File: src/rtl/core/prle_pkg.sv
package prle_pkg;

   // field widths
   localparam int unsigned BYTE_W   = 8;
   localparam int unsigned CNT_W    = 13;
   localparam int unsigned POS_W    = 12;
   localparam int unsigned REP_W    = 16;
   localparam int unsigned LIT_W    = 8;
   localparam int unsigned MASK_W   = 4;
   localparam int unsigned PIDX_W   = 2;
   localparam int unsigned PCNT_W   = 3;
   localparam int unsigned PMASKS_W = 16;
   localparam int unsigned KINDS_W  = 4;
   localparam int unsigned ADDR_W   = 5;
   localparam int unsigned DATA_W   = 32;

   // largest value a 13-bit bound register can hold
   localparam int unsigned CNT_MAX  = 8191;

   // count byte codes
   localparam logic [BYTE_W-1:0] CODE_LONG_REPEAT = 8'd128;
   localparam logic [BYTE_W-1:0] CODE_REPEAT_BIAS = 8'd127;

   // register indexes
   typedef enum logic [2:0] {
      REG_LINE_WIDTH   = 3'd0,
      REG_LINE_COUNT   = 3'd1,
      REG_PACKET_COUNT = 3'd2,
      REG_PACKET_MASKS = 3'd3,
      REG_PACKET_KINDS = 3'd4,
      REG_KEEP_ALPHA   = 3'd5
   } reg_index_type;

   // register reset values
   localparam logic [CNT_W-1:0]    RST_LINE_WIDTH   = 13'd1;
   localparam logic [CNT_W-1:0]    RST_LINE_COUNT   = 13'd1;
   localparam logic [PCNT_W-1:0]   RST_PACKET_COUNT = 3'd1;
   localparam logic [PMASKS_W-1:0] RST_PACKET_MASKS = 16'h1111;
   localparam logic [KINDS_W-1:0]  RST_PACKET_KINDS = 4'h0;
   localparam logic                RST_KEEP_ALPHA   = 1'b1;

   // decode phase, one-hot
   typedef enum logic [5:0] {
      PH_COUNT   = 6'b000001,
      PH_HI      = 6'b000010,
      PH_LO      = 6'b000100,
      PH_LITERAL = 6'b001000,
      PH_REPEAT  = 6'b010000,
      PH_RAW     = 6'b100000
   } phase_type;

endpackage

File: src/rtl/core/pic_mixed_rle_decoder_core.sv
// Mixed run-length pixel stream decoder.
// Input channel (req_*): one byte of the compressed pixel stream per beat.
// Result channel (rsp_*): one run descriptor (row, start column, length,
// channel values, lane mask, packet index, overrun and image end flags).
// A byte yields zero or one run: count bytes, repeat count bytes and the
// inner bytes of a multi-lane pixel give none.
// The run of a byte is registered: it is on the result port right after
// the edge that accepts the byte.
// Throughput is one byte per cycle while the receiver does not stall, set
// by the single decode step between the state registers and the result
// register. A new byte is taken while a run is held as long as that run is
// taken in the same cycle; when the receiver stalls, the run holds in the
// result register and req_ready drops until it is taken.
// Configuration goes through an APB-style port, register i at byte 4*i;
// the user must write it only while the block is idle; the block does not enforce this.
// Reset (synchronous) loads the register reset values, clears all decode
// state to the start of an image and empties the result register.
module pic_mixed_rle_decoder_core #(
   parameter int MAX_WIDTH   = 4096,
   parameter int MAX_HEIGHT  = 4096,
   parameter int MAX_PACKETS = 4
) (
   input  logic                              clock,
   input  logic                              reset,
   // configuration port
   input  logic                              psel,
   input  logic                              penable,
   input  logic                              pwrite,
   input  logic [prle_pkg::ADDR_W-1:0]       paddr,
   input  logic [prle_pkg::DATA_W-1:0]       pwdata,
   output logic [prle_pkg::DATA_W-1:0]       prdata,
   output logic                              pready,
   // input channel
   input  logic                              req_valid,
   output logic                              req_ready,
   input  logic [prle_pkg::BYTE_W-1:0]       req_data_byte,
   // result channel
   output logic                              rsp_valid,
   input  logic                              rsp_ready,
   output logic [prle_pkg::POS_W-1:0]        rsp_row,
   output logic [prle_pkg::POS_W-1:0]        rsp_start_x,
   output logic [prle_pkg::CNT_W-1:0]        rsp_run_length,
   output logic [prle_pkg::BYTE_W-1:0]       rsp_red,
   output logic [prle_pkg::BYTE_W-1:0]       rsp_green,
   output logic [prle_pkg::BYTE_W-1:0]       rsp_blue,
   output logic [prle_pkg::BYTE_W-1:0]       rsp_alpha,
   output logic [prle_pkg::MASK_W-1:0]       rsp_lane_mask,
   output logic [prle_pkg::PIDX_W-1:0]       rsp_packet_index,
   output logic                              rsp_overrun,
   output logic                              rsp_image_done
);
   import prle_pkg::*;

   // saturation limits
   localparam int W_LIM_I = (MAX_WIDTH  > CNT_MAX) ? CNT_MAX : MAX_WIDTH;
   localparam int H_LIM_I = (MAX_HEIGHT > CNT_MAX) ? CNT_MAX : MAX_HEIGHT;
   localparam logic [CNT_W-1:0]  W_LIM = CNT_W'(W_LIM_I);
   localparam logic [CNT_W-1:0]  H_LIM = CNT_W'(H_LIM_I);
   localparam logic [PCNT_W-1:0] P_LIM = PCNT_W'(MAX_PACKETS);

   // configuration registers
   logic [CNT_W-1:0]    line_width_ff;
   logic [CNT_W-1:0]    line_count_ff;
   logic [PCNT_W-1:0]   packet_count_ff;
   logic [PMASKS_W-1:0] packet_masks_ff;
   logic [KINDS_W-1:0]  packet_kinds_ff;
   logic                keep_alpha_ff;

   // decode state
   logic [CNT_W-1:0]    row_ff,   row_in;
   logic [CNT_W-1:0]    col_ff,   col_in;
   logic [PIDX_W-1:0]   pp_ff,    pp_in;
   phase_type           ph_ff,    ph_in;
   logic [REP_W-1:0]    rep_ff,   rep_in;
   logic [LIT_W-1:0]    lit_ff,   lit_in;
   logic [PIDX_W-1:0]   slot_ff,  slot_in;
   logic [4*BYTE_W-1:0] gath_ff,  gath_in;

   // result register
   logic                rsp_valid_ff;
   logic [POS_W-1:0]    row_out_ff,   row_out_in;
   logic [POS_W-1:0]    x_out_ff,     x_out_in;
   logic [CNT_W-1:0]    len_out_ff,   len_out_in;
   logic [4*BYTE_W-1:0] vals_out_ff,  vals_out_in;
   logic [MASK_W-1:0]   lanes_out_ff, lanes_out_in;
   logic [PIDX_W-1:0]   pidx_out_ff,  pidx_out_in;
   logic                over_out_ff,  over_out_in;
   logic                done_out_ff,  done_out_in;
   logic                emit_in;

   logic                    req_accept;
   logic                    csr_write;
   reg_index_type           csr_index;
   logic [CNT_W-1:0]        w_eff;
   logic [CNT_W-1:0]        h_eff;
   logic [PCNT_W-1:0]       np_eff;

   assign pready     = 1'b1;
   assign csr_write  = psel & penable & pwrite;
   assign csr_index  = reg_index_type'(paddr[ADDR_W-1:2]);
   assign req_ready  = ~rsp_valid_ff | rsp_ready;
   assign req_accept = req_valid & req_ready;

   // clamp the bounds
   assign w_eff  = (line_width_ff == '0) ? CNT_W'(1) :
                   (line_width_ff > W_LIM) ? W_LIM : line_width_ff;
   assign h_eff  = (line_count_ff == '0) ? CNT_W'(1) :
                   (line_count_ff > H_LIM) ? H_LIM : line_count_ff;
   assign np_eff = (packet_count_ff == '0) ? PCNT_W'(1) :
                   (packet_count_ff > P_LIM) ? P_LIM : packet_count_ff;

   // register writes
   always_ff @(posedge clock) begin
      if (reset) begin
         line_width_ff   <= RST_LINE_WIDTH;
         line_count_ff   <= RST_LINE_COUNT;
         packet_count_ff <= RST_PACKET_COUNT;
         packet_masks_ff <= RST_PACKET_MASKS;
         packet_kinds_ff <= RST_PACKET_KINDS;
         keep_alpha_ff   <= RST_KEEP_ALPHA;
      end else if (csr_write) begin
         unique case (csr_index)
            REG_LINE_WIDTH:   line_width_ff   <= pwdata[CNT_W-1:0];
            REG_LINE_COUNT:   line_count_ff   <= pwdata[CNT_W-1:0];
            REG_PACKET_COUNT: packet_count_ff <= pwdata[PCNT_W-1:0];
            REG_PACKET_MASKS: packet_masks_ff <= pwdata[PMASKS_W-1:0];
            REG_PACKET_KINDS: packet_kinds_ff <= pwdata[KINDS_W-1:0];
            REG_KEEP_ALPHA:   keep_alpha_ff   <= pwdata[0];
            default: ;
         endcase
      end
   end

   // register reads
   always_comb begin
      prdata = '0;
      unique case (csr_index)
         REG_LINE_WIDTH:   prdata = DATA_W'(line_width_ff);
         REG_LINE_COUNT:   prdata = DATA_W'(line_count_ff);
         REG_PACKET_COUNT: prdata = DATA_W'(packet_count_ff);
         REG_PACKET_MASKS: prdata = DATA_W'(packet_masks_ff);
         REG_PACKET_KINDS: prdata = DATA_W'(packet_kinds_ff);
         REG_KEEP_ALPHA:   prdata = DATA_W'(keep_alpha_ff);
         default:          prdata = '0;
      endcase
   end

   // decode step for one byte
   always_comb begin
      logic                bad;
      logic                ph_ok;
      logic [CNT_W-1:0]    row_c;
      logic [CNT_W-1:0]    col_c;
      logic [PIDX_W-1:0]   pp_c;
      phase_type           ph_c;
      logic [REP_W-1:0]    rep_c;
      logic [LIT_W-1:0]    lit_c;
      logic [PIDX_W-1:0]   slot_c;
      logic [4*BYTE_W-1:0] gath_c;
      logic [MASK_W-1:0]   mask;
      logic                mixed;
      logic [2:0]          n;
      logic [2:0]          k;
      logic [4*BYTE_W-1:0] gath_t;
      logic                done;
      logic [PIDX_W-1:0]   slot_t;
      logic                do_end;
      logic [CNT_W-1:0]    len;
      logic [CNT_W-1:0]    rem;
      logic                over;
      logic [CNT_W-1:0]    col_next;
      logic [LIT_W-1:0]    lit_dec;
      logic [BYTE_W-1:0]   b;

      b = req_data_byte;

      // restart at image start when state no longer fits the bounds
      ph_ok = (ph_ff == PH_COUNT) || (ph_ff == PH_HI) || (ph_ff == PH_LO) ||
              (ph_ff == PH_LITERAL) || (ph_ff == PH_REPEAT) || (ph_ff == PH_RAW);
      bad = (row_ff >= h_eff) || ({1'b0, pp_ff} >= np_eff) || !ph_ok ||
            (col_ff > w_eff) || ((col_ff == w_eff) && (ph_ff != PH_LITERAL));
      row_c  = bad ? '0 : row_ff;
      col_c  = bad ? '0 : col_ff;
      pp_c   = bad ? '0 : pp_ff;
      ph_c   = bad ? PH_COUNT : ph_ff;
      rep_c  = bad ? '0 : rep_ff;
      lit_c  = bad ? '0 : lit_ff;
      slot_c = bad ? '0 : slot_ff;
      gath_c = bad ? '0 : gath_ff;

      mask  = packet_masks_ff[{pp_c, 2'b00} +: MASK_W];
      mixed = packet_kinds_ff[pp_c];

      // place the byte in its lane of the current pixel
      n = 3'(mask[0]) + 3'(mask[1]) + 3'(mask[2]) + 3'(mask[3]);
      if (n == 3'd0) begin
         n = 3'd1;
      end
      gath_t = gath_c;
      k = 3'd0;
      for (int l = 0; l < MASK_W; l++) begin
         if (mask[l]) begin
            if (k == {1'b0, slot_c}) begin
               gath_t[BYTE_W*l +: BYTE_W] = gath_c[BYTE_W*l +: BYTE_W] | b;
            end
            k = k + 3'd1;
         end
      end
      done   = (3'({1'b0, slot_c}) + 3'd1) >= n;
      slot_t = done ? '0 : slot_c + PIDX_W'(1);

      col_next = col_c + CNT_W'(1);
      lit_dec  = (lit_c != '0) ? lit_c - LIT_W'(1) : lit_c;
      rem      = w_eff - col_c;

      // defaults: state carries over
      row_in  = row_c;
      col_in  = col_c;
      pp_in   = pp_c;
      ph_in   = ph_c;
      rep_in  = rep_c;
      lit_in  = lit_c;
      slot_in = slot_c;
      gath_in = gath_c;
      emit_in = 1'b0;
      len     = CNT_W'(1);
      over    = 1'b0;
      do_end  = 1'b0;

      unique case (ph_c)
         PH_COUNT: begin
            if (mixed) begin
               if (b < CODE_LONG_REPEAT) begin
                  lit_in = b + LIT_W'(1);
                  ph_in  = PH_LITERAL;
               end else if (b == CODE_LONG_REPEAT) begin
                  ph_in = PH_HI;
               end else begin
                  rep_in = REP_W'(b - CODE_REPEAT_BIAS);
                  ph_in  = PH_REPEAT;
               end
            end else begin
               slot_in = slot_t;
               gath_in = gath_t;
               if (!done) begin
                  ph_in = PH_RAW;
               end else begin
                  emit_in = 1'b1;
                  col_in  = col_next;
                  do_end  = col_next >= w_eff;
               end
            end
         end
         PH_RAW: begin
            slot_in = slot_t;
            gath_in = gath_t;
            if (done) begin
               emit_in = 1'b1;
               col_in  = col_next;
               ph_in   = PH_COUNT;
               do_end  = col_next >= w_eff;
            end
         end
         PH_HI: begin
            rep_in = {b, 8'h00};
            ph_in  = PH_LO;
         end
         PH_LO: begin
            rep_in = rep_c | REP_W'(b);
            ph_in  = ((rep_c | REP_W'(b)) == '0) ? PH_COUNT : PH_REPEAT;
         end
         PH_LITERAL: begin
            slot_in = slot_t;
            gath_in = gath_t;
            if (done) begin
               lit_in = lit_dec;
               if (col_c >= w_eff) begin
                  // excess pixel past the row end is dropped
                  gath_in = '0;
                  do_end  = lit_dec == '0;
               end else begin
                  emit_in = 1'b1;
                  over    = (lit_c > LIT_W'(1)) && (col_next == w_eff);
                  col_in  = col_next;
                  if (lit_dec == '0) begin
                     ph_in  = PH_COUNT;
                     do_end = col_next >= w_eff;
                  end
               end
            end
         end
         PH_REPEAT: begin
            slot_in = slot_t;
            gath_in = gath_t;
            if (done) begin
               emit_in = 1'b1;
               over    = rep_c > REP_W'(rem);
               len     = over ? rem : rep_c[CNT_W-1:0];
               col_in  = col_c + len;
               ph_in   = PH_COUNT;
               do_end  = (col_c + len) >= w_eff;
            end
         end
         default: ;
      endcase

      // run descriptor from the state before the byte
      row_out_in   = row_c[POS_W-1:0];
      x_out_in     = col_c[POS_W-1:0];
      len_out_in   = len;
      lanes_out_in = mask & (keep_alpha_ff ? 4'b1111 : 4'b0111);
      for (int l = 0; l < MASK_W; l++) begin
         vals_out_in[BYTE_W*l +: BYTE_W] = lanes_out_in[l] ? gath_t[BYTE_W*l +: BYTE_W] : '0;
      end
      pidx_out_in = pp_c;
      over_out_in = over;
      done_out_in = ((CNT_W+1)'(col_c) + (CNT_W+1)'(len) == (CNT_W+1)'(w_eff)) &&
                    ((PCNT_W'(pp_c) + PCNT_W'(1)) == np_eff) &&
                    ((row_c + CNT_W'(1)) == h_eff);
      if (emit_in) begin
         gath_in = '0;
      end

      // packet end: next packet, wrap to next row and image
      if (do_end) begin
         col_in = '0;
         ph_in  = PH_COUNT;
         if ((PCNT_W'(pp_c) + PCNT_W'(1)) >= np_eff) begin
            pp_in  = '0;
            row_in = ((row_c + CNT_W'(1)) >= h_eff) ? '0 : row_c + CNT_W'(1);
         end else begin
            pp_in = pp_c + PIDX_W'(1);
         end
      end
   end

   // decode state
   always_ff @(posedge clock) begin
      if (reset) begin
         row_ff  <= '0;
         col_ff  <= '0;
         pp_ff   <= '0;
         ph_ff   <= PH_COUNT;
         rep_ff  <= '0;
         lit_ff  <= '0;
         slot_ff <= '0;
         gath_ff <= '0;
      end else if (req_accept) begin
         row_ff  <= row_in;
         col_ff  <= col_in;
         pp_ff   <= pp_in;
         ph_ff   <= ph_in;
         rep_ff  <= rep_in;
         lit_ff  <= lit_in;
         slot_ff <= slot_in;
         gath_ff <= gath_in;
      end
   end

   // result valid
   always_ff @(posedge clock) begin
      if (reset) begin
         rsp_valid_ff <= 1'b0;
      end else if (req_accept) begin
         rsp_valid_ff <= emit_in;
      end else if (rsp_ready) begin
         rsp_valid_ff <= 1'b0;
      end
   end

   // result payload
   always_ff @(posedge clock) begin
      if (req_accept && emit_in) begin
         row_out_ff   <= row_out_in;
         x_out_ff     <= x_out_in;
         len_out_ff   <= len_out_in;
         vals_out_ff  <= vals_out_in;
         lanes_out_ff <= lanes_out_in;
         pidx_out_ff  <= pidx_out_in;
         over_out_ff  <= over_out_in;
         done_out_ff  <= done_out_in;
      end
   end

   assign rsp_valid        = rsp_valid_ff;
   assign rsp_row          = row_out_ff;
   assign rsp_start_x      = x_out_ff;
   assign rsp_run_length   = len_out_ff;
   assign rsp_red          = vals_out_ff[BYTE_W*0 +: BYTE_W];
   assign rsp_green        = vals_out_ff[BYTE_W*1 +: BYTE_W];
   assign rsp_blue         = vals_out_ff[BYTE_W*2 +: BYTE_W];
   assign rsp_alpha        = vals_out_ff[BYTE_W*3 +: BYTE_W];
   assign rsp_lane_mask    = lanes_out_ff;
   assign rsp_packet_index = pidx_out_ff;
   assign rsp_overrun      = over_out_ff;
   assign rsp_image_done   = done_out_ff;

endmodule

File: config.mk
export PLATFORM = sky130hd
export DESIGN_NAME = pic_mixed_rle_decoder_core
export DESIGN_NICKNAME = d
export VERILOG_FILES = /design/src/rtl/core/prle_pkg.sv /design/src/rtl/core/pic_mixed_rle_decoder_core.sv
export SDC_FILE = /design/constraint.sdc
export NUM_CORES = 1
export LEC_CHECK = 0
export BUFFER_PORTS_ARGS = -buffer_cell sky130_fd_sc_hd__buf_2
export CAP_MARGIN = 20
export CORE_MARGIN = 2
export CORE_UTILIZATION = 55
export DETAILED_ROUTE_END_ITERATION = 6
export MAX_ROUTING_LAYER = met4
export PLACE_DENSITY = 0.75
export SYNTH_ARGS = -nofsm -noshare
export SYNTH_HDL_FRONTEND = slang
export SYNTH_SLANG_ARGS = --single-unit
File: constraint.sdc
create_clock -name clock -period 13.1 [get_ports clock]
set_input_delay 0 -clock clock [delete_from_list [all_inputs] [get_ports clock]]
set_output_delay 0 -clock clock [all_outputs]
set_load 0.01 [all_outputs]
Word-level counts from Yosys, hierarchy flattened

Cells that the tools add are included.

Bits in read-only memories: 0
Memories kept: 0
Register bits after elaboration: 220
Bits in latches: 0
Bits of input ports: 52
Output and inout bits: 112
Memory bits (writable): 0

Bitwise logic cells: 11
Reduce and logical (&&, ||, !) cells: 33
Add/subtract/negate cells: 17
Magnitude comparators: 16
Div/mod/pow operators: 0
Multiplexer cells: 91
Multipliers: 0
Equality and inequality tests: 27
Shifts and indexed selects: 1

Operators by type and width:

| kind                                           | number |
|---|---|
| two-way mux 13 bit                             | 18 |
| two-way mux 32 bit                             | 5 |
| two-way mux 8 bit                              | 13 |
| one-hot mux 16 bit (6 select lines)            | 1 |
| one-hot mux 32 bit (3 select lines)            | 1 |
| greater-or-equal comparator 13 bit             | 5 |
| two-way mux 16 bit                             | 4 |
| one-hot mux 13 bit (4 select lines)            | 1 |
| two-way mux 6 bit                              | 8 |
| one-hot mux 16 bit (3 select lines)            | 1 |
| == test 13 bit                                 | 3 |
| OR 8 bit                                       | 4 |
| one-hot mux 6 bit (5 select lines)             | 1 |
| adder 13 x 1 -> 13 bit (second input constant) | 2 |
| > comparator 13 bit (second input constant)    | 2 |
| logical NOT 13 bit                             | 2 |
| two-way mux 1 bit                              | 17 |
| > comparator 16 x 13 -> 1 bit                  | 1 |
| logical NOT 16 bit                             | 1 |
| OR 16 x 8 -> 16 bit                            | 1 |
| one-hot mux 8 bit (2 select lines)             | 1 |
| indexed part select 16 x 5 -> 4 bit            | 1 |
| two-way mux 3 bit                              | 5 |
| two-way mux 5 bit                              | 3 |
| 55 further kinds                               | 95 |

Logic depth before layout (Yosys ltp)

Gate-level depths: netlist of the first run.

Word-level depth: 24
Mapped depth: 56
Depth with buffers taken out: 49

Least setup slack after synthesis of the first run

No wires, ideal clock.

Path kind: reg-to-reg
Start: reg line_count_ff[12]
End: reg row_ff[3]
Buffers on the path: 8
Arrival time: 10,309 ps
Setup slack: 2,673 ps
Required time: 12,983 ps
Cell stages (with the launch flop): 53
Path through: dfxtp_1 -> inv_1 -> clkbuf_1 -> nand2_1 -> ha_1 -> a21o_1 -> a21o_1 -> a221o_1 -> a211o_1 -> or3_1 -> buf_6 -> clkbuf_1 -> buf_2 -> buf_2 -> buf_2 -> buf_1 -> nor2_1 -> inv_1 -> [... 17 more ...] -> nor2b_1 -> o31a_1 -> o211a_1 -> o21a_1 -> o21a_1 -> o41ai_1 -> o21a_1 -> nor2_1 -> xnor2_1 -> ha_1 -> o21ai_0 -> nand2_1 -> o211ai_1 -> nor4b_1 -> o21ai_0 -> and2_4 -> o31a_1 -> a32o_1

RTL lines:

| item                                 | RTL line                          | source |
|---|---|---|
| start, declared                      | pic_mixed_rle_decoder_core.sv:63  | `logic [CNT_W-1:0] line_count_ff;` |
| start signal, assigned               | pic_mixed_rle_decoder_core.sv:124 | `REG_LINE_COUNT: line_count_ff <= pwdata[CNT_W-1:0];` |
| > comparator 13 bit                  | pic_mixed_rle_decoder_core.sv:108 | `(line_count_ff > H_LIM) ? H_LIM : line_count_ff;` |
| two-way mux 13 bit                   | pic_mixed_rle_decoder_core.sv:108 |  |
| two-way mux 13 bit *                 | pic_mixed_rle_decoder_core.sv:107 | `assign h_eff = (line_count_ff == '0) ? CNT_W'(1) :` |
| greater-or-equal comparator 13 bit * | pic_mixed_rle_decoder_core.sv:180 | `bad = (row_ff >= h_eff) \|\| ({1'b0, pp_ff} >= np_eff) \|\| !ph_ok \|\|` |
| logical OR 1 bit * (3 in a row)      | pic_mixed_rle_decoder_core.sv:180 |  |
| logical OR 1 bit *                   | pic_mixed_rle_decoder_core.sv:181 | `(col_ff > w_eff) \|\| ((col_ff == w_eff) && (ph_ff != PH_LITERAL));` |
| two-way mux 13 bit *                 | pic_mixed_rle_decoder_core.sv:183 | `col_c = bad ? '0 : col_ff;` |
| net x_out_in[3]                      | pic_mixed_rle_decoder_core.sv:82  | `logic [POS_W-1:0] x_out_ff, x_out_in;` |
| subtractor 13 bit                    | pic_mixed_rle_decoder_core.sv:214 | `rem = w_eff - col_c;` |
| > comparator 16 x 13 -> 1 bit        | pic_mixed_rle_decoder_core.sv:297 | `over = rep_c > REP_W'(rem);` |
| two-way mux 13 bit                   | pic_mixed_rle_decoder_core.sv:298 | `len = over ? rem : rep_c[CNT_W-1:0];` |
| adder 13 bit                         | pic_mixed_rle_decoder_core.sv:301 | `do_end = (col_c + len) >= w_eff;` |
| greater-or-equal comparator 13 bit   | pic_mixed_rle_decoder_core.sv:301 |  |
| two-way mux 1 bit                    | pic_mixed_rle_decoder_core.sv:295 | `if (done) begin` |
| one-hot mux 1 bit (4 select lines) * | pic_mixed_rle_decoder_core.sv:230 | `unique case (ph_c)` |
| two-way mux 13 bit *                 | pic_mixed_rle_decoder_core.sv:325 | `if (do_end) begin` |
| end signal, assigned                 | pic_mixed_rle_decoder_core.sv:349 | `row_ff <= row_in;` |
| end, declared                        | pic_mixed_rle_decoder_core.sv:70  | `logic [CNT_W-1:0] row_ff, row_in;` |

The timed path passes the listed nets; every way through them passes the cells marked *. The select of a mux whose other input is x is not followed.
A chain may end at the register's enable or synchronous reset.

Worst setup path in the final report of the first run

Start: reg line_width_ff[12]
End: reg row_ff[4]

RTL lines:

| item                                                  | RTL line                                                             | source |
|---|---|---|
| start, declared                                       | pic_mixed_rle_decoder_core.sv:62                                     | `logic [CNT_W-1:0] line_width_ff;` |
| start signal, assigned                                | pic_mixed_rle_decoder_core.sv:123                                    | `REG_LINE_WIDTH: line_width_ff <= pwdata[CNT_W-1:0];` |
| > comparator 13 bit                                   | pic_mixed_rle_decoder_core.sv:106                                    | `(line_width_ff > W_LIM) ? W_LIM : line_width_ff;` |
| two-way mux 13 bit                                    | pic_mixed_rle_decoder_core.sv:106                                    |  |
| two-way mux 13 bit *                                  | pic_mixed_rle_decoder_core.sv:105                                    | `assign w_eff = (line_width_ff == '0) ? CNT_W'(1) :` |
| > comparator 13 bit or == test 13 bit (tied branches) | pic_mixed_rle_decoder_core.sv:181                                    |  |
| logical OR 1 bit or logical AND 1 bit (tied branches) | pic_mixed_rle_decoder_core.sv:180, pic_mixed_rle_decoder_core.sv:181 |  |
| logical OR 1 bit *                                    | pic_mixed_rle_decoder_core.sv:181                                    |  |
| two-way mux 13 bit *                                  | pic_mixed_rle_decoder_core.sv:183                                    |  |
| net x_out_in[1]                                       | pic_mixed_rle_decoder_core.sv:82                                     |  |
| subtractor 13 bit                                     | pic_mixed_rle_decoder_core.sv:214                                    |  |
| > comparator 16 x 13 -> 1 bit                         | pic_mixed_rle_decoder_core.sv:297                                    |  |
| two-way mux 13 bit                                    | pic_mixed_rle_decoder_core.sv:298                                    |  |
| adder 13 bit                                          | pic_mixed_rle_decoder_core.sv:301                                    |  |
| greater-or-equal comparator 13 bit                    | pic_mixed_rle_decoder_core.sv:301                                    |  |
| two-way mux 1 bit                                     | pic_mixed_rle_decoder_core.sv:295                                    |  |
| one-hot mux 1 bit (4 select lines) *                  | pic_mixed_rle_decoder_core.sv:230                                    |  |
| two-way mux 13 bit *                                  | pic_mixed_rle_decoder_core.sv:325                                    |  |

Marks and branches as above.

==> results.json, run 1 <==
{
  "status": "finished, final reports clean",
  "post-route-drc-count": 0,
  "cts.clk_slew.worst_paths_ps": 60,
  "end_kind": "flop",
  "min_period_ps": 11930,
  "ys_ff_latch": 220,
  "via_per_inst": 6.36,
  "ys_warn_count": 0,
  "power_mw": 1.90,
  "hold_buffers": 29,
  "r2r_end": "row_ff[4]$_SDFFE_PP0P_",
  "netSwitchingPower_uw": 632,
  "power_density_nw_per_um2": 109,
  "firstDrtPassIters": 6,
  "hold_viol_final": 0,
  "use_met2_pct": 52.5,
  "vias": 15000,
  "mostFrequentLayoutCells": "nand2_1, nor2_1, dfxtp_1",
  "rrSetupSlack_ps": 1170,
  "cts-root-buf": "clkbuf_16",
  "async_flop_share_pct": 0,
  "drive_above_1_share_pct": 10.9,
  "regArea_um2": 5170,
  "core_area_um2": 27900,
  "max-cap-violations": 0,
  "synth.avg_cell_area_um2": 8.34,
  "tns_ps": 0,
  "hp-start": "paddr[4]",
  "cp_slowest_stage_delay_ps": 620,
  "ant_nets": 0,
  "clkLatencyLatePin_ps": 550,
  "place_congestion": 0.997,
  "r2r-start": "line_width_ff[12]$_SDFFE_PP0P_",
  "hold_path_end": "keep_alpha_ff$_SDFFE_PP1P_",
  "final_cells": 2363,
  "numCtsBuffers": 26,
  "hold_path_class": "primary input to flop",
  "maxSlewViolCount": 0,
  "grt_util_met3_pct": 4.37,
  "crit_top_cell": "ha_1",
  "avgRoutedWirePerCell_um": 20.8,
  "groute.usage.overall_pct": 33.6,
  "slew-limit-headroom_pct": 22.4,
  "nNetsFinal": 2160,
  "die_x_um": 172,
  "cts_tree": "done",
  "h-tree-depth": 1,
  "setup_viol": 0,
  "antenna_cells": 0,
  "p_int_mw": 1.27,
  "synth_mux_area_share_pct": 2.60,
  "grt_pass1_vias": 14000,
  "clockBufferDepth": 3,
  "synth_area_um2": 15600,
  "final_common_cell": "nand2_1",
  "synth_fa_ha_area_share_pct": 11.6,
  "post_cts_buffers": 0,
  "combinationalPowerShare_pct": 22.6,
  "dieHeight_um": 172,
  "fmax_mhz": 83.9,
  "multi_input_area_um2": 9650,
  "synth_compound_area_share_pct": 22.5,
  "nFillCells": 2430,
  "grt-ovfl-total": 0,
  "power.share.clock_pct": 38.1,
  "grt.busiest_layer": "met2",
  "rsz0062_at_grt": "false",
  "grt_start_max_net_pins": 77,
  "crit_slowest_cell": "nor3_4",
  "cts-resized-gates": 0,
  "swShare_pct": 33.2,
  "max_slew.worst_pin.slew_ps": 1160,
  "worst-path-max-fanout": 16,
  "yosys.cell_types.count": 82,
  "r2r_cells": 45,
  "met1_usage_pct": 45.2,
  "grt_first_pass_wirelength_um": 76400,
  "worst_ir_drop_vdd_mv": 0.152,
  "syn_inst": 1872,
  "initial_core_util_pct": 56.0,
  "synth-edff-count": 77,
  "area_growth_pct": 12.3,
  "path_class": "flop to flop",
  "cp_data_required_time_ps": 13540,
  "hold_depth": 5,
  "die-area_um2": 29700,
  "min_period_over_period_pct": 91.0,
  "ios": 164,
  "synth-seq-area-share_pct": 33.2,
  "synth-simple-area-share_pct": 20.7,
  "synth_top_family_by_area": "compound AO/OA/AOI/OAI gates",
  "dp_cells": 2286,
  "share_seq_of_total_power_pct": 39.3,
  "synth_ff_type": "dfxtp_1",
  "synthXorXnorAreaFrac_pct": 3.87,
  "clock_sinks": 220,
  "antenna_found_initial": 0,
  "cp-start-kind": "flop",
  "worstPathArrival_ps": 12370,
  "routed_wl_um": 49000,
  "fin_worst_skew_ps": 19.0,
  "dp_hpwl_um": 36200,
  "num_rows": 61,
  "detail_route.iter0.violations": 1658,
  "port_buffers": 128,
  "p_leak_nw": 7.41
}
sequential cells by signal (all words and copies together), names as in the netlist, 2 cells and up:
register	flops
col_ff	13
gath_ff	32
line_count_ff	13
line_width_ff	13
lit_ff	8
packet_count_ff	3
packet_kinds_ff	4
packet_masks_ff	16
ph_ff	6
pp_ff	2
rep_ff	16
row_ff	13
rsp_lane_mask	4
rsp_packet_index	2
rsp_row	12
rsp_run_length	13
rsp_start_x	12
slot_ff	2
vals_out_ff	32
cells by family after synthesis:
group,after synthesis
AND/OR/NAND/NOR,677
AO/OA/AOI/OAI,516
flip-flops,220
buffers and inverters,206
adder cells (fa/ha/maj),142
XOR/XNOR,69
multiplexers,40
other,2
power by group through the flow:
stage               clock, mW  sequential, mW  combinational (mW)
floorplan                   0           0.771               0.272
global placement            0           0.761               0.409
detailed placement          0           0.762               0.413
CTS                     0.734           0.747               0.421
global route            0.761           0.750               0.464
finish                  0.726           0.747               0.431
worst max-delay path by stage:
stage	slack (ps)	endpoint	cells after the start	start
floorplan	2670	row_ff[3]$_SDFFE_PP0P_	52	line_count_ff[12]$_SDFFE_PP0P_
global placement	1530	row_ff[3]$_SDFFE_PP0P_	45	line_width_ff[12]$_SDFFE_PP0P_
detailed placement	1370	row_ff[4]$_SDFFE_PP0P_	45	line_width_ff[12]$_SDFFE_PP0P_
CTS	1360	row_ff[1]$_SDFFE_PP0P_	45	line_width_ff[12]$_SDFFE_PP0P_
global route	250	row_ff[12]$_SDFFE_PP0P_	45	line_width_ff[12]$_SDFFE_PP0P_
finish	1170	row_ff[4]$_SDFFE_PP0P_	45	line_width_ff[12]$_SDFFE_PP0P_
cell usage after synthesis, drive strengths merged (6+ instances only):
cell type    n  area, um^2
nand2      213         800
nor2       173         649
a21oi      144         732
dfxtp      143        2860
ha         138        1730
o21ai       96         480
clkbuf      84         315
inv         79         297
edfxtp      77        2310
nand3       54         275
and2        49         309
xnor2       46         403
buf         42         248
nor3        40         215
a32o        39         390
mux2i       36         360
and3        33         206
a21o        32         240
a22oi       31         233
xor2        23         201
a22o        22         193
nand4       21         131
nand2b      20         125
nor4        18         119
nor2b       16         100
o211ai      16         130
o21a        16         120
a31oi       12        75.1
a221oi      10        87.6
nand3b       9        67.6
o31ai        9        67.6
o32ai        9        78.8
a211oi       8        60.1
o22ai        8        50.1
or2          8        50.1
o2111ai      6        58.8
stage by stage:
step / util (%) / hold WS, ps / setup WS [ps] / area [um^2]
floorplan: - / 121 / 2670 / 15700
global placement: 58.8 / 241 / 1530 / 16400
detailed placement: 58.8 / 249 / 1370 / 16400
CTS: 62.9 / 89.9 / 1360 / 17500
global route: 62.9 / 166 / 248 / 17500
finish: 62.9 / 113 / 1170 / 17500
layer usage:
| layer | vias up | wire (um) |
|---|---|---|
| met2 | 686 | 22300 |
| met5 | - | 0 |
| met4 | 0 | 1500 |
| met3 | 111 | 3520 |
| li1 | 7019 | - |
| met1 | 7211 | 21700 |
cell type report:
class                      count  share of cell area, %
multi-input combinational   1461                   55.0
tap                          378                   2.70
sequential                   220                   29.5
clock buffer                  33                   3.98
timing repair buffer         177                   6.19
clock inverter                14                  0.857
inverter                      80                   1.72
critical path: cells and delay by family (launching register included):
kind	cells	cell delay, ps
buf+inv	3	650
flops	1	430
simple gates	18	4130
xor+xnor	2	370
fa+ha+maj	6	1680
compound gates	16	4530
Power figures use the tool's default switching activity.
==> run 2: changes to the inputs <==
--- a/config.mk
+++ b/config.mk
@@ -11,7 +11,7 @@
 export CORE_UTILIZATION = 55
 export DETAILED_ROUTE_END_ITERATION = 6
 export MAX_ROUTING_LAYER = met4
-export PLACE_DENSITY = 0.75
+export PLACE_DENSITY = 0.73
 export SYNTH_ARGS = -nofsm -noshare
 export SYNTH_HDL_FRONTEND = slang
 export SYNTH_SLANG_ARGS = --single-unit
==> results.json, run 2 (synthesis gave the netlist of run 1 again) <==
{
  "status": "finished, final reports clean",
  "h-tree-depth": 1,
  "combinationalPowerShare_pct": 22.6,
  "tns_ps": 0,
  "clock_sinks": 220,
  "place_congestion": 0.977,
  "maxSlewViolCount": 0,
  "ios": 164,
  "groute.usage.overall_pct": 34.0,
  "detail_route.iter0.violations": 1438,
  "min_period_over_period_pct": 90.8,
  "crit_slowest_cell": "nor4_1",
  "clockBufferDepth": 3,
  "end_kind": "flop",
  "dieHeight_um": 172,
  "grt_start_max_net_pins": 77,
  "final_cells": 2365,
  "num_rows": 61,
  "slew-limit-headroom_pct": 25.3,
  "critPathBufInv": 3,
  "grt_pass1_vias": 13900,
  "die_x_um": 172,
  "dp_cells": 2287,
  "netSwitchingPower_uw": 637,
  "max-cap-violations": 0,
  "die-area_um2": 29700,
  "initial_core_util_pct": 56.0,
  "cts-resized-gates": 0,
  "numCtsBuffers": 26,
  "share_seq_of_total_power_pct": 38.8,
  "area_growth_pct": 12.6,
  "routed_wl_um": 49300,
  "antenna_found_initial": 0,
  "cp_slowest_stage_delay_ps": 650,
  "min_period_ps": 11900,
  "fin_worst_skew_ps": 16.9,
  "crit_top_cell": "ha_1",
  "max_slew.worst_pin.slew_ps": 1120,
  "worstPathArrival_ps": 12350,
  "avgRoutedWirePerCell_um": 20.8,
  "cts_tree": "done",
  "crit_family": "compound AO/OA/AOI/OAI gates",
  "grt_first_pass_wirelength_um": 76800,
  "final_common_cell": "nand2_1",
  "hold_viol_final": 0,
  "fmax_mhz": 84.1,
  "worst_ir_drop_vdd_mv": 0.100,
  "cp-start-kind": "flop",
  "p_leak_nw": 7.44,
  "drive_above_1_share_pct": 11.3,
  "cts.clk_slew.worst_paths_ps": 60,
  "dp_hpwl_um": 36400,
  "swShare_pct": 33.1,
  "ant_nets": 0,
  "clkLatencyLatePin_ps": 550,
  "power.share.clock_pct": 38.6,
  "vias": 14900,
  "antenna_cells": 0,
  "nNetsFinal": 2161,
  "path_class": "flop to flop",
  "p_int_mw": 1.29,
  "rsz0062_at_grt": "false",
  "power_density_nw_per_um2": 110,
  "place_area_um2": 16400,
  "hold_ws_ps": 107,
  "post-route-drc-count": 0,
  "port_buffers": 128,
  "grt-ovfl-total": 0,
  "final_util_pct": 63.1,
  "setup_viol": 0,
  "core_area_um2": 27900,
  "hold_path_class": "primary input to flop",
  "cp_data_required_time_ps": 13550,
  "cts-root-buf": "clkbuf_16",
  "reg_top3": "gath_ff: 32 flops, vals_out_ff: 32 flops",
  "mostFrequentLayoutCells": "nand2_1, nor2_1, dfxtp_1",
  "firstDrtPassIters": 6,
  "nFillCells": 2428,
  "fin_area_um2": 17600,
  "via_per_inst": 6.31,
  "worst-path-max-fanout": 15
}
==> run 2: power by group through the flow <==
stage               clock (mW)  sequential [mW]  combinational (mW)
floorplan                    0            0.771               0.272
global placement             0            0.761               0.413
detailed placement           0            0.762               0.416
CTS                      0.753            0.747               0.424
global route             0.777            0.751               0.467
finish                   0.744            0.747               0.434
==> run 2: worst min-delay path: cells and delay by family <==
family | cells | cell delay (ps)
buffers and inverters | 1 | 210
multiplexers | 1 | 120
AND/OR/NAND/NOR | 3 | 290
==> run 2: area by class of cell <==
class                           count  area [um^2]  area share, %
Timing Repair Buffer              178         1090           6.21
Clock inverter                     14          124          0.705
Clock buffer                       34          764           4.35
Multi-Input combinational cell   1461         9650           54.9
Tap cell                          378          473           2.69
Sequential cell                   220         5170           29.4
Inverter                           80          302           1.72
==> run 2: metrics by stage <==
stage | setup WS (ps) | power, mW
global route | 329 | 2.00
detailed placement | 1380 | 1.18
global placement | 1620 | 1.17
finish | 1200 | 1.93
floorplan | 2670 | 1.04
CTS | 1330 | 1.92
==> run 2: metal layers <==
metal	part of all wire (%)	wire (um)	GRT usage [%]	up-vias
li1	-	-	-	7006
met1	44	21400	45.5	7109
met2	46	22800	54.3	707
met3	7.1	3480	3.75	106
met4	3.2	1580	10.6	0
met5	0	0	-	-
==> run 2: final timing paths <==
check,start,end,slack (ps),cells after the start
min reg2reg,gath_ff[27]$_SDFFE_PP0P_,gath_ff[27]$_SDFFE_PP0P_,460,2
max,line_width_ff[12]$_SDFFE_PP0P_,row_ff[9]$_SDFFE_PP0P_,1200,45
max reg2reg,line_width_ff[12]$_SDFFE_PP0P_,row_ff[9]$_SDFFE_PP0P_,1200,45
min,paddr[4],keep_alpha_ff$_SDFFE_PP1P_,110,5
==> run 2: timing repair <==
item                      CTS  global route
hold buffers               29             0
setup buffers               0             0
hold endpoints to repair   85             0
